==> src/sv/lnr_pkg.sv <==
// ============================================================================
// Line rasterizer package
// Shared constants and types for the line rasterizer and its checker.
// ============================================================================
package lnr_pkg;

    // Field widths fixed by the pixel and register formats.
    localparam int ADDR_W     = 26;
    localparam int SW_W       = 13;
    localparam int BPP_W      = 3;
    localparam int COLOR_W    = 8;
    localparam int CFG_IDX_W  = 1;
    localparam int CFG_DATA_W = 13;

    // Register reset values.
    localparam logic [SW_W-1:0]  SW_RESET  = 13'd1024;
    localparam logic [BPP_W-1:0] BPP_RESET = 3'd4;

    // Command codes carried on the input tuser.
    typedef enum logic [0:0] {
        CMD_START   = 1'b0,
        CMD_ADVANCE = 1'b1
    } cmd_t;

    // Configuration register indexes.
    typedef enum logic [CFG_IDX_W-1:0] {
        REG_SCREEN_WIDTH    = 1'b0,
        REG_BYTES_PER_PIXEL = 1'b1
    } cfg_reg_t;

    // Line colour as latched on a start command.
    typedef struct packed {
        logic [COLOR_W-1:0] red;
        logic [COLOR_W-1:0] green;
        logic [COLOR_W-1:0] blue;
    } color_t;

    // Status of the pixel produced by the walker in the current cycle.
    typedef struct packed {
        logic emit;
        logic last;
        logic target;
    } pix_flags_t;

endpackage

==> src/sv/lnr_walker.sv <==
// ============================================================================
// Line walker
// Holds the line state and steps it one pixel per advance on an active line,
// tracking the minor coordinate with an exact integer error term.
// ============================================================================
module lnr_walker #(
    parameter int COORD_WIDTH = 12
) (
    input  logic                    clk,
    input  logic                    rst_n,
    input  logic                    take,
    input  lnr_pkg::cmd_t           cmd,
    input  logic [COORD_WIDTH-1:0]  start_x,
    input  logic [COORD_WIDTH-1:0]  start_y,
    input  logic [COORD_WIDTH-1:0]  end_x,
    input  logic [COORD_WIDTH-1:0]  end_y,
    input  lnr_pkg::color_t         color_in,
    input  logic                    target_in,
    output logic [COORD_WIDTH-1:0]  pix_x,
    output logic [COORD_WIDTH-1:0]  pix_y,
    output lnr_pkg::color_t         pix_color,
    output lnr_pkg::pix_flags_t     pix_flags
);

    localparam int ERR_W = COORD_WIDTH + 2;

    // Line state.
    logic                    active_reg, active_next;
    logic                    major_x_reg, major_x_next;
    logic [COORD_WIDTH-1:0]  major_now_reg, major_now_next;
    logic [COORD_WIDTH-1:0]  major_stop_reg, major_stop_next;
    logic [COORD_WIDTH-1:0]  minor_now_reg, minor_now_next;
    logic                    descends_reg, descends_next;
    logic signed [ERR_W-1:0] err_reg, err_next;
    logic [COORD_WIDTH-1:0]  major_span_reg, major_span_next;
    logic [COORD_WIDTH-1:0]  minor_span_reg, minor_span_next;
    lnr_pkg::color_t         color_reg, color_next;
    logic                    target_reg, target_next;

    // Start command set-up terms.
    logic [COORD_WIDTH-1:0]  dx, dy;
    logic                    new_major_x;
    logic [COORD_WIDTH-1:0]  ma1, mi1, ma2, mi2;
    logic [COORD_WIDTH-1:0]  lo_major, hi_major, lo_minor, hi_minor;

    // Step terms.
    logic                    at_last;
    logic                    advance;
    logic signed [ERR_W-1:0] minor_s, major_s, err_up, err_dn;

    // Endpoint ordering for a start command.
    always_comb
    begin
        dx          = (start_x > end_x) ? (start_x - end_x) : (end_x - start_x);
        dy          = (start_y > end_y) ? (start_y - end_y) : (end_y - start_y);
        new_major_x = dx > dy;
        ma1         = new_major_x ? start_x : start_y;
        mi1         = new_major_x ? start_y : start_x;
        ma2         = new_major_x ? end_x   : end_y;
        mi2         = new_major_x ? end_y   : end_x;
        if (ma1 > ma2)
        begin
            lo_major = ma2;
            hi_major = ma1;
            lo_minor = mi2;
            hi_minor = mi1;
        end
        else
        begin
            lo_major = ma1;
            hi_major = ma2;
            lo_minor = mi1;
            hi_minor = mi2;
        end
    end

    // Error term candidates for one step along the major axis.
    assign minor_s = $signed({2'b00, minor_span_reg});
    assign major_s = $signed({2'b00, major_span_reg});
    assign err_up  = err_reg + minor_s;
    assign err_dn  = err_reg - minor_s;
    assign at_last = major_now_reg == major_stop_reg;
    assign advance = take && (cmd == lnr_pkg::CMD_ADVANCE) && active_reg;

    // Next-state selection.
    always_comb
    begin
        active_next     = active_reg;
        major_x_next    = major_x_reg;
        major_now_next  = major_now_reg;
        major_stop_next = major_stop_reg;
        minor_now_next  = minor_now_reg;
        descends_next   = descends_reg;
        err_next        = err_reg;
        major_span_next = major_span_reg;
        minor_span_next = minor_span_reg;
        color_next      = color_reg;
        target_next     = target_reg;
        if (take && (cmd == lnr_pkg::CMD_START))
        begin
            active_next     = 1'b1;
            major_x_next    = new_major_x;
            major_now_next  = lo_major;
            major_stop_next = hi_major;
            minor_now_next  = lo_minor;
            descends_next   = hi_minor < lo_minor;
            err_next        = '0;
            major_span_next = hi_major - lo_major;
            minor_span_next = (hi_minor > lo_minor) ? (hi_minor - lo_minor)
                                                    : (lo_minor - hi_minor);
            color_next      = color_in;
            target_next     = target_in;
        end
        else if (advance)
        begin
            if (at_last)
            begin
                active_next = 1'b0;
            end
            else
            begin
                major_now_next = major_now_reg + 1'b1;
                if (!descends_reg)
                begin
                    if (err_up >= major_s)
                    begin
                        err_next       = err_up - major_s;
                        minor_now_next = minor_now_reg + 1'b1;
                    end
                    else
                    begin
                        err_next = err_up;
                    end
                end
                else
                begin
                    if (err_dn < 0)
                    begin
                        err_next       = err_dn + major_s;
                        minor_now_next = minor_now_reg - 1'b1;
                    end
                    else
                    begin
                        err_next = err_dn;
                    end
                end
            end
        end
    end

    // State registers.
    always_ff @(posedge clk or negedge rst_n)
    begin
        if (!rst_n)
        begin
            active_reg     <= 1'b0;
            major_x_reg    <= 1'b0;
            major_now_reg  <= '0;
            major_stop_reg <= '0;
            minor_now_reg  <= '0;
            descends_reg   <= 1'b0;
            err_reg        <= '0;
            major_span_reg <= '0;
            minor_span_reg <= '0;
            color_reg      <= '0;
            target_reg     <= 1'b0;
        end
        else
        begin
            active_reg     <= active_next;
            major_x_reg    <= major_x_next;
            major_now_reg  <= major_now_next;
            major_stop_reg <= major_stop_next;
            minor_now_reg  <= minor_now_next;
            descends_reg   <= descends_next;
            err_reg        <= err_next;
            major_span_reg <= major_span_next;
            minor_span_reg <= minor_span_next;
            color_reg      <= color_next;
            target_reg     <= target_next;
        end
    end

    // Pixel at the current position.
    assign pix_x            = major_x_reg ? major_now_reg : minor_now_reg;
    assign pix_y            = major_x_reg ? minor_now_reg : major_now_reg;
    assign pix_color        = color_reg;
    assign pix_flags.emit   = advance;
    assign pix_flags.last   = at_last;
    assign pix_flags.target = target_reg;

endmodule

==> src/sv/line_rasterizer.sv <==
// An accepted advance's pixel is registered in the row stage, then in the result
// stage, which presents it on the master side. Start commands give no pixel.
// Throughput: one command per cycle unless a master-side stall fills both stages.
// The row multiply and the final bytes-per-pixel multiply each have their own stage.
// Reset: asynchronous, clears the line (no line active), empties the output stages,
// and sets screen_width to 1024 and bytes_per_pixel to 4.
// ============================================================================
// Line rasterizer
// Streams one pixel, with its byte address, per advance command along a line
// loaded by a start command.
// ============================================================================
module line_rasterizer #(
    parameter int COORD_WIDTH = 12
) (
    input  logic                                 clk,
    input  logic                                 rst_n,
    // Configuration write port.
    input  logic                                 cfg_we,
    input  logic [lnr_pkg::CFG_IDX_W-1:0]        cfg_index,
    input  logic [lnr_pkg::CFG_DATA_W-1:0]       cfg_data,
    // Command stream.
    input  logic                                 s_tvalid,
    output logic                                 s_tready,
    // Fields from bit 0: start_x, start_y, end_x, end_y, red, green, blue.
    input  logic [((4*COORD_WIDTH+24+7)/8)*8-1:0] s_tdata,
    // Fields from bit 0: command, target_buffer.
    input  logic [1:0]                           s_tuser,
    // Pixel stream.
    output logic                                 m_tvalid,
    input  logic                                 m_tready,
    // Fields from bit 0: pixel_x, pixel_y, byte_address, pixel_red,
    // pixel_green, pixel_blue.
    output logic [((2*COORD_WIDTH+lnr_pkg::ADDR_W+24+7)/8)*8-1:0] m_tdata,
    // Field: pixel_target.
    output logic                                 m_tuser,
    // Field: last_pixel.
    output logic                                 m_tlast
);

    localparam int CW     = COORD_WIDTH;
    localparam int AW     = lnr_pkg::ADDR_W;
    localparam int OUT_W  = ((2*CW+AW+24+7)/8)*8;
    localparam int PROD_W = CW + lnr_pkg::SW_W;

    // Configuration registers.
    logic [lnr_pkg::SW_W-1:0]  sw_reg;
    logic [lnr_pkg::BPP_W-1:0] bpp_reg;

    // Handshake terms.
    logic b_free, a_free, take;

    // Walker outputs.
    logic [CW-1:0]       w_x, w_y;
    lnr_pkg::color_t     w_color, in_color;
    lnr_pkg::pix_flags_t w_flags;

    // Row stage.
    logic                a_valid_reg, a_valid_next;
    logic [CW-1:0]       a_x_reg, a_y_reg;
    logic [AW-1:0]       a_prod_reg;
    lnr_pkg::color_t     a_color_reg;
    logic                a_last_reg, a_target_reg;
    logic [PROD_W-1:0]   prod_full;

    // Result stage.
    logic                b_valid_reg, b_valid_next;
    logic [CW-1:0]       b_x_reg, b_y_reg;
    logic [AW-1:0]       b_addr_reg;
    lnr_pkg::color_t     b_color_reg;
    logic                b_last_reg, b_target_reg;
    logic [AW-1:0]       row_sum;

    // Configuration writes.
    always_ff @(posedge clk or negedge rst_n)
    begin
        if (!rst_n)
        begin
            sw_reg  <= lnr_pkg::SW_RESET;
            bpp_reg <= lnr_pkg::BPP_RESET;
        end
        else if (cfg_we)
        begin
            unique case (lnr_pkg::cfg_reg_t'(cfg_index))
                lnr_pkg::REG_SCREEN_WIDTH:    sw_reg  <= cfg_data;
                lnr_pkg::REG_BYTES_PER_PIXEL: bpp_reg <= cfg_data[lnr_pkg::BPP_W-1:0];
                default:                      sw_reg  <= sw_reg;
            endcase
        end
    end

    // A command is taken whenever the row stage can accept a pixel.
    assign b_free   = !b_valid_reg || m_tready;
    assign a_free   = !a_valid_reg || b_free;
    assign s_tready = a_free;
    assign take     = s_tvalid && s_tready;

    assign in_color.red   = s_tdata[4*CW+7:4*CW];
    assign in_color.green = s_tdata[4*CW+15:4*CW+8];
    assign in_color.blue  = s_tdata[4*CW+23:4*CW+16];

    lnr_walker #(
        .COORD_WIDTH(CW)
    ) u_walker (
        .clk       (clk),
        .rst_n     (rst_n),
        .take      (take),
        .cmd       (lnr_pkg::cmd_t'(s_tuser[0])),
        .start_x   (s_tdata[CW-1:0]),
        .start_y   (s_tdata[2*CW-1:CW]),
        .end_x     (s_tdata[3*CW-1:2*CW]),
        .end_y     (s_tdata[4*CW-1:3*CW]),
        .color_in  (in_color),
        .target_in (s_tuser[1]),
        .pix_x     (w_x),
        .pix_y     (w_y),
        .pix_color (w_color),
        .pix_flags (w_flags)
    );

    // Row stage: y times screen width.
    assign prod_full    = PROD_W'(w_y) * PROD_W'(sw_reg);
    assign a_valid_next = a_free ? w_flags.emit : a_valid_reg;

    always_ff @(posedge clk or negedge rst_n)
    begin
        if (!rst_n)
        begin
            a_valid_reg <= 1'b0;
        end
        else
        begin
            a_valid_reg <= a_valid_next;
        end
    end

    always_ff @(posedge clk)
    begin
        if (a_free && w_flags.emit)
        begin
            a_x_reg      <= w_x;
            a_y_reg      <= w_y;
            a_prod_reg   <= AW'(prod_full);
            a_color_reg  <= w_color;
            a_last_reg   <= w_flags.last;
            a_target_reg <= w_flags.target;
        end
    end

    // Result stage: add x and scale by bytes per pixel, wrapped to the address width.
    assign row_sum      = a_prod_reg + AW'(a_x_reg);
    assign b_valid_next = b_free ? a_valid_reg : b_valid_reg;

    always_ff @(posedge clk or negedge rst_n)
    begin
        if (!rst_n)
        begin
            b_valid_reg <= 1'b0;
        end
        else
        begin
            b_valid_reg <= b_valid_next;
        end
    end

    always_ff @(posedge clk)
    begin
        if (b_free && a_valid_reg)
        begin
            b_x_reg      <= a_x_reg;
            b_y_reg      <= a_y_reg;
            b_addr_reg   <= row_sum * AW'(bpp_reg);
            b_color_reg  <= a_color_reg;
            b_last_reg   <= a_last_reg;
            b_target_reg <= a_target_reg;
        end
    end

    // Pixel stream outputs.
    assign m_tvalid = b_valid_reg;
    assign m_tdata  = OUT_W'({b_color_reg.blue, b_color_reg.green, b_color_reg.red,
                              b_addr_reg, b_y_reg, b_x_reg});
    assign m_tuser  = b_target_reg;
    assign m_tlast  = b_last_reg;

endmodule

==> config.mk <==
export PLATFORM = sky130hd
export DESIGN_NAME = line_rasterizer
export DESIGN_NICKNAME = d
export VERILOG_FILES = /design/src/sv/lnr_pkg.sv /design/src/sv/lnr_walker.sv /design/src/sv/line_rasterizer.sv
export SDC_FILE = /design/constraint.sdc
export NUM_CORES = 1
export LEC_CHECK = 0
export BUFFER_PORTS_ARGS = -buffer_cell sky130_fd_sc_hd__buf_4
export CAP_MARGIN = 20
export CELL_PAD_IN_SITES_DETAIL_PLACEMENT = 0
export CELL_PAD_IN_SITES_GLOBAL_PLACEMENT = 1
export CORE_MARGIN = 8
export CORE_UTILIZATION = 37
export DETAILED_ROUTE_END_ITERATION = 10
export GPL_TIMING_DRIVEN = 1
export PLACE_DENSITY_LB_ADDON = 0.1
export SYNTH_ARGS = -nofsm -noshare
export SYNTH_HDL_FRONTEND = slang
export SYNTH_SLANG_ARGS = --single-unit
==> constraint.sdc <==
create_clock -name clk -period 7.09 [get_ports clk]
set_clock_uncertainty 0.2 [all_clocks]
set_input_delay 1.7725 -clock clk [delete_from_list [all_inputs] [get_ports clk]]
set_output_delay 1.7725 -clock clk [all_outputs]
set_load 0.05 [all_outputs]
## Word level (Yosys, flattened, before mapping)

Index checks and enable logic that the tools add are counted.

| cells by class | value |
|---|---|
| multiplexer cells | 31 |
| multiply operators | 2 |
| add/subtract/negate cells | 15 |
| reductions and logical operators | 18 |
| eq/ne operators | 3 |
| magnitude comparators | 8 |
| bitwise gates (word level) | 2 |

Operators by type and width:

| kind | count |
|---|---|
| two-way mux 12 bit | 22 |
| two-way mux 14 bit | 6 |
| subtractor 12 bit | 7 |
| > comparator 12 bit | 5 |
| adder 14 x 13 -> 14 bit | 2 |
| subtractor 14 x 13 -> 14 bit | 2 |
| adder 25 x 12 -> 26 bit | 1 |
| multiplier 26 x 3 -> 26 bit | 1 |
| multiplier 12 x 13 -> 25 bit | 1 |
| adder 12 x 1 -> 12 bit, second input constant | 2 |
| greater-or-equal comparator 14 x 13 -> 1 bit | 1 |
| < comparator 14 x 1 -> 1 bit, second input constant | 1 |
| equality test 12 bit | 1 |
| < comparator 12 bit | 1 |
| subtractor 12 x 1 -> 12 bit, second input constant | 1 |
| AND reduction 2 bit | 4 |
| logical AND 1 bit | 6 |
| AND reduction 4 bit | 1 |
| nonzero test 2 bit | 2 |
| two-way mux 1 bit | 3 |
| != test 3 bit, second input constant | 1 |
| nonzero test 3 bit | 1 |
| zero test 1 bit | 2 |
| logical OR 1 bit | 2 |
| other kinds (2) | 3 |

| word-level totals | value |
|---|---|
| output and inout bits | 84 |
| flip-flop bits (word level) | 271 |
| word-level logic and storage cells | 112 |
| input port bits | 93 |

## Depth between registers and ports, before layout

| logic depth | value |
|---|---|
| depth in word-level cells | 8 |
| mapped depth | 59 |
| gate-level depth less buffers | 51 |

## Cells and area by module

From an unflattened synthesis, not the netlist that was laid out.

| unflattened totals | value |
|---|---|
| cells, all modules | 2980 |
| area, all modules | 26684.3 um^2 |

Modules (own cells, without submodules):

| module | area each (um^2) | cells each | seq. area each (um^2) | instances |
|---|---|---|---|---|
| line_rasterizer | 13445.4 | 1260 | 4987.3 | 1 |
| lnr_walker | 13238.9 | 1720 | 2552.4 | 1 |

## Worst setup path after synthesis

Ideal clock, no wire load.

| path | value |
|---|---|
| kind | input port to flip-flop |
| start | input s_tdata[0] |
| end | register u_walker.minor_span_reg[11] |
| required time | 6.798 ns |
| library setup time | 0.092 ns |
| arrival time | 12.824 ns |
| slack | -6.026 ns |
| buffers on the path | 11 |
| stages on the path | 53 |
| cell sequence | inv_1 > ha_1 > inv_1 > fa_1 > a21o_1 > a21o_1 > a21o_1 > a21o_1 > a21oi_1 > o211ai_1 > nand2_1 > mux2i_1 > o21ai_0 > a221oi_1 > o221ai_1 > a21oi_1 > o21ai_0 > a21oi_1 > (+17 left out) > o21ai_2 > buf_2 > clkbuf_1 > clkbuf_1 > buf_1 > buf_1 > nand2_1 > o211ai_1 > o21ai_0 > ha_1 > ha_1 > a21oi_1 > o31ai_1 > o31ai_1 > a21oi_2 > or4b_1 > and4_1 > o31ai_2 |

| between the ends | value |
|---|---|
| cells in the longest elaborated chain, start to end | 8 |
| elaborated cells between the ends (all ways) | 16 |
| those cells by class | 4 x add/sub; 4 x order compare; 8 x mux |

RTL lines:

| element | RTL line | RTL |
|---|---|---|
| start: declaration | line_rasterizer.sv:25 | `input logic [((4*COORD_WIDTH+24+7)/8)*8-1:0] s_tdata,` |
| subtractor 12 bit or > comparator 12 bit (tied branches) | lnr_walker.sv:54 | `dx = (start_x > end_x) ? (start_x - end_x) : (end_x - start_x);` |
| two-way mux 12 bit | lnr_walker.sv:54 |  |
| > comparator 12 bit | lnr_walker.sv:56 | `new_major_x = dx > dy;` |
| two-way mux 12 bit, on equally long branches | lnr_walker.sv:57, lnr_walker.sv:59 |  |
| > comparator 12 bit | lnr_walker.sv:61 | `if (ma1 > ma2)` |
| two-way mux 12 bit | lnr_walker.sv:61 |  |
| subtractor 12 bit, or another cell as far along | lnr_walker.sv:110 | `: (lo_minor - hi_minor);` |
| two-way mux 12 bit * | lnr_walker.sv:109 | `minor_span_next = (hi_minor > lo_minor) ? (hi_minor - lo_minor)` |
| end signal: assignment | lnr_walker.sv:178 | `minor_span_reg <= minor_span_next;` |
| end: declaration | lnr_walker.sv:36 | `logic [COORD_WIDTH-1:0] minor_span_reg, minor_span_next;` |

Every way passes the cells marked *; elsewhere a longest branch is shown, timed or not.
A chain may end at the register's enable or synchronous reset.

## Final worst setup path

| path | value |
|---|---|
| start | input s_tdata[12] |
| end | register u_walker.minor_span_reg[11] |

| between the ends | value |
|---|---|
| cells in the longest elaborated chain, start to end | 8 |
| elaborated cells between the ends (all ways) | 16 |
| those cells by class | 4 x add/sub; 4 x order compare; 8 x mux |

RTL lines:

| element | RTL line | RTL |
|---|---|---|
| subtractor 12 bit or > comparator 12 bit (tied branches) | lnr_walker.sv:55 | `dy = (start_y > end_y) ? (start_y - end_y) : (end_y - start_y);` |
| two-way mux 12 bit | lnr_walker.sv:55 |  |
| > comparator 12 bit | lnr_walker.sv:56 |  |
| two-way mux 12 bit, on equally long branches | lnr_walker.sv:57, lnr_walker.sv:59 |  |
| > comparator 12 bit | lnr_walker.sv:61 |  |
| two-way mux 12 bit | lnr_walker.sv:61 |  |
| subtractor 12 bit, or another cell as far along | lnr_walker.sv:110 |  |
| two-way mux 12 bit * | lnr_walker.sv:109 |  |

Marks and branches as above.

==> summary.md <==
| Metric | Value |
|---|---|
| Vias post-DR | `22,400` |
| FF+latch area | `7540 um^2` |
| Drt pass-1 iters | `5` |
| Vias per cell | `~5.1` |
| Cell mode on critical path | `buf_6` |
| Final Hold Fails | `0` |
| Failing checks | `setup timing` |
| Ports | `between 150 and 200` |
| Unique masters post-synth | `87` |
| DRT iter0 DRCs | `1,083` |
| H-tree depth | `2` |
| Synth Area per Inst | `just under 9 um^2` |
| Synth top area cells | `edfxtp_1 18%, ha_1 12%, dfrtp_1 12%` |
| Crit path largest cell delay | `0.49 ns` |
| Share of layout cells above drive strength 1 | `between 20 and 30%` |
| Reg2reg path depth | `24` |
| Final nets | `3,959` |
| Final Max Tran Viols | `0` |
| Seq/Total Area, Yosys | `29.5%` |
| Number of remaining DRC errors | `0` |
| GRT Total Usage | `21.1%` |
| First-pass GRT wire length | `131,000 um` |
| Port bufs | `170` |
| Vias in the first global route | `23,500` |
| Die area | `between 70,000 and 80,000 um^2` |
| Synth async-reset ratio | `roughly 44%` |
| Final Non-Filler Cells | `4,387` |
| Number of flops mapped to enable cells by yosys | `151` |
| Fin crit share | `147%` |
| Area of the multi-input gates | `about 17,000 um^2` |
| Post-DP HPWL | `67,200 um` |
| Worst Hold Class | `reg -> reg` |
| Area grow syn2layout | `33.8%` |
| Maximum clock path buffer count | `3` |
| Syn Inst Count | `2,858` |
| CP Launch Type | `input pin` |
| Post-Syn Area | `25,500 um^2` |
| Worst Path Required | `between 7 and 8 ns` |
| Core Region | `a little under 70,000 um^2` |
| CTS Buf Count | `35` |
| Ys flop type | `edfxtp_1` |
| Total routed wirelength | `83,700 um` |
| Fillers | `approximately 6,500` |
| GP Congestion | `around 0.92` |
| Largest net degree at the start of global routing | `87` |
| Final setup fails | `60` |
| Hold slack | `0.215 ns` |
| Tmin final | `10.44 ns` |
| Num Clock Sinks | `271` |
| Outcome | `complete, but fails checks` |
| Worst path arrival time | `~11 ns` |
| Worst path slowest cell | `or4b_4` |
| Hold Crit Depth | `0` |
| Antenna Diode Count | `0` |
| Cells after DPL | `4,213` |
| Worst-Skew Late Latency | `roughly 0.54 ns` |
| Clock slew at reported path FFs | `0.06 ns` |
| Relative slew slack | `31.7%` |
| Post-synthesis register bit count | `271` |
| WL/cell | `19.1 um` |
| Synth top area share | `17.8%` |
| CTS tree | `built` |
| Starting Density | `37.3%` |
| Worst Path Max Fanout | `5` |
| Fmax achieved | `95.8 MHz` |
| Final worst slack | `-3.35 ns` |
| Number of flip-flops under the largest register name | `26` |
| Final ANT Viol Nets | `0` |
| Clk root buf | `clkbuf_16` |
| FP Rows | `96` |
| Crit Path Category | `in -> reg` |
| Die Width | `279 um` |
| Die Height | `279 um` |
| Grt total ovfl | `0` |
| Worst-margin pin slew | `about 1.0 ns` |
| CP Capture Type | `flip-flop` |
| Initial antenna violation count | `0` |
| Max Cap Viol | `0` |
| Cell taking the most area after synthesis | `edfxtp_1` |
| Ys Warns | `0` |
| RSZ-0062 raised after global routing | `true` |
| CTS Hold Bufs | `0` |
worst paths after layout:
path / from / endpoint / slack (ns)
setup / recovery: s_tdata[12] / u_walker.minor_span_reg[11] / -3.35
hold / removal: a_y_reg[9] / b_y_reg[9] / 0.22
setup reg to reg: u_walker.major_x_reg / a_prod_reg[23] / 0.36
hold reg to reg: a_y_reg[9] / b_y_reg[9] / 0.22
max in group asynchronous: rst_n / sw_reg[6] / 4.42
min in group asynchronous: rst_n / u_walker.err_reg[5] / 1.06
layout make-up:
| cell class | count | area share (%) |
|---|---|---|
| timing repair buffer | 693 | 16.4 |
| multi-input combinational | 2134 | 51.0 |
| inverter | 343 | 3.83 |
| clock buffer | 48 | 2.94 |
| sequential | 271 | 22.1 |
| clock inverter | 16 | 0.495 |
| tap | 882 | 3.23 |
layout by cell type, fill, tap and decap left out, types with 9 or more instances in the layout:
master	netlist	routed
edfxtp_1	151	151
o21ai_2	1	10
o21ai_0	172	117
nor2b_1	22	22
a21boi_0	23	19
a31oi_1	16	13
o21ai_4	1	9
buf_12	0	10
o21bai_1	39	39
nand2_1	473	461
nand4_1	19	19
and3_1	13	13
or3_1	13	12
and2_1	64	63
a21oi_1	176	133
nor2_1	143	128
nand2b_1	15	15
a21oi_2	2	30
xor2_1	49	48
a21oi_4	0	15
buf_4	7	636
xnor2_1	103	96
mux2i_1	60	50
buf_6	1	36
ha_1	243	227
a21o_1	31	31
nor3_1	26	21
mux2_2	53	47
fa_1	145	142
o211ai_1	36	36
ha_4	0	12
nand3_1	45	39
dfrtp_1	118	118
clkbuf_16	0	37
inv_1	343	335
o21ai_1	3	42
routing by layer:
metal	track usage, %	share of wire, %	vias to the layer above
met5	0	0	-
li1	-	-	10900
met2	36.8	49	445
met1	27.1	44	10900
met3	2.28	3.6	114
met4	7.01	3.3	0
synthesized netlist by cell type, types with 4 or more instances:
| cell type | count |
|---|---|
| mux2_2 | 53 |
| nand3_1 | 45 |
| nand2b_1 | 15 |
| and2_1 | 64 |
| nor2_1 | 143 |
| or2_2 | 6 |
| fa_1 | 145 |
| ha_1 | 243 |
| a31oi_1 | 16 |
| xor2_1 | 49 |
| o21bai_1 | 39 |
| a211oi_1 | 12 |
| clkbuf_1 | 87 |
| o21ai_0 | 172 |
| inv_1 | 343 |
| nor3_1 | 26 |
| nor2b_1 | 22 |
| nand2_1 | 473 |
| buf_1 | 14 |
| o221ai_1 | 6 |
| dfrtp_1 | 118 |
| buf_4 | 7 |
| a21oi_1 | 176 |
| xnor2_1 | 103 |
| and3_1 | 13 |
| mux2i_1 | 60 |
| edfxtp_1 | 151 |
| o31ai_1 | 11 |
| nand4_1 | 19 |
| a21boi_0 | 23 |
| o211a_1 | 5 |
| o2111ai_1 | 8 |
| buf_2 | 7 |
| o21a_1 | 7 |
| a32o_1 | 8 |
| a211o_1 | 4 |
| a21o_1 | 31 |
| o311ai_0 | 6 |
| o211ai_1 | 36 |
| or3_1 | 13 |
critical path: cells and delay by family:
family | cells | cell delay, ns
adder cells (fa/ha/maj) | 4 | 1.09
buffers and inverters | 12 | 1.32
AO/OA/AOI/OAI | 23 | 4.38
AND/OR/NAND/NOR | 8 | 1.67
XOR/XNOR | 1 | 0.09
multiplexers | 1 | 0.31
kinds of logic after synthesis:
logic type	Yosys count	synth area share [%]
AO/OA/AOI/OAI	615	15.4
flip-flops	271	29.5
other	1	0.0147
AND/OR/NAND/NOR	857	14.8
buffers and inverters	459	6.92
multiplexers	114	4.78
adder cells (fa/ha/maj)	389	23.3
XOR/XNOR	152	5.22
stage by stage:
step / cell area, um^2 / setup TNS [ns] / worst slack, ns / util (%)
after floorplan: 25900 / -151.28 / -4.00 / -
after global placement: 30800 / -173.30 / -4.07 / 45.0
after detailed placement: 30800 / -181.52 / -4.20 / 45.0
after CTS: 33400 / -124.34 / -3.29 / 48.7
after global routing: 34100 / -144.87 / -3.59 / 49.9
final: 34100 / -130.58 / -3.35 / 49.9
timing repair:
action                     in CTS  in global routing
buffers inserted               80                 31
gates cloned                    5                  2
gates resized for setup       176                128
setup endpoints to repair      62                 66
pin swaps                      74                 74
Power is not shown: default switching activity piles up to over one toggle a cycle in this logic, so the estimate is an artifact.
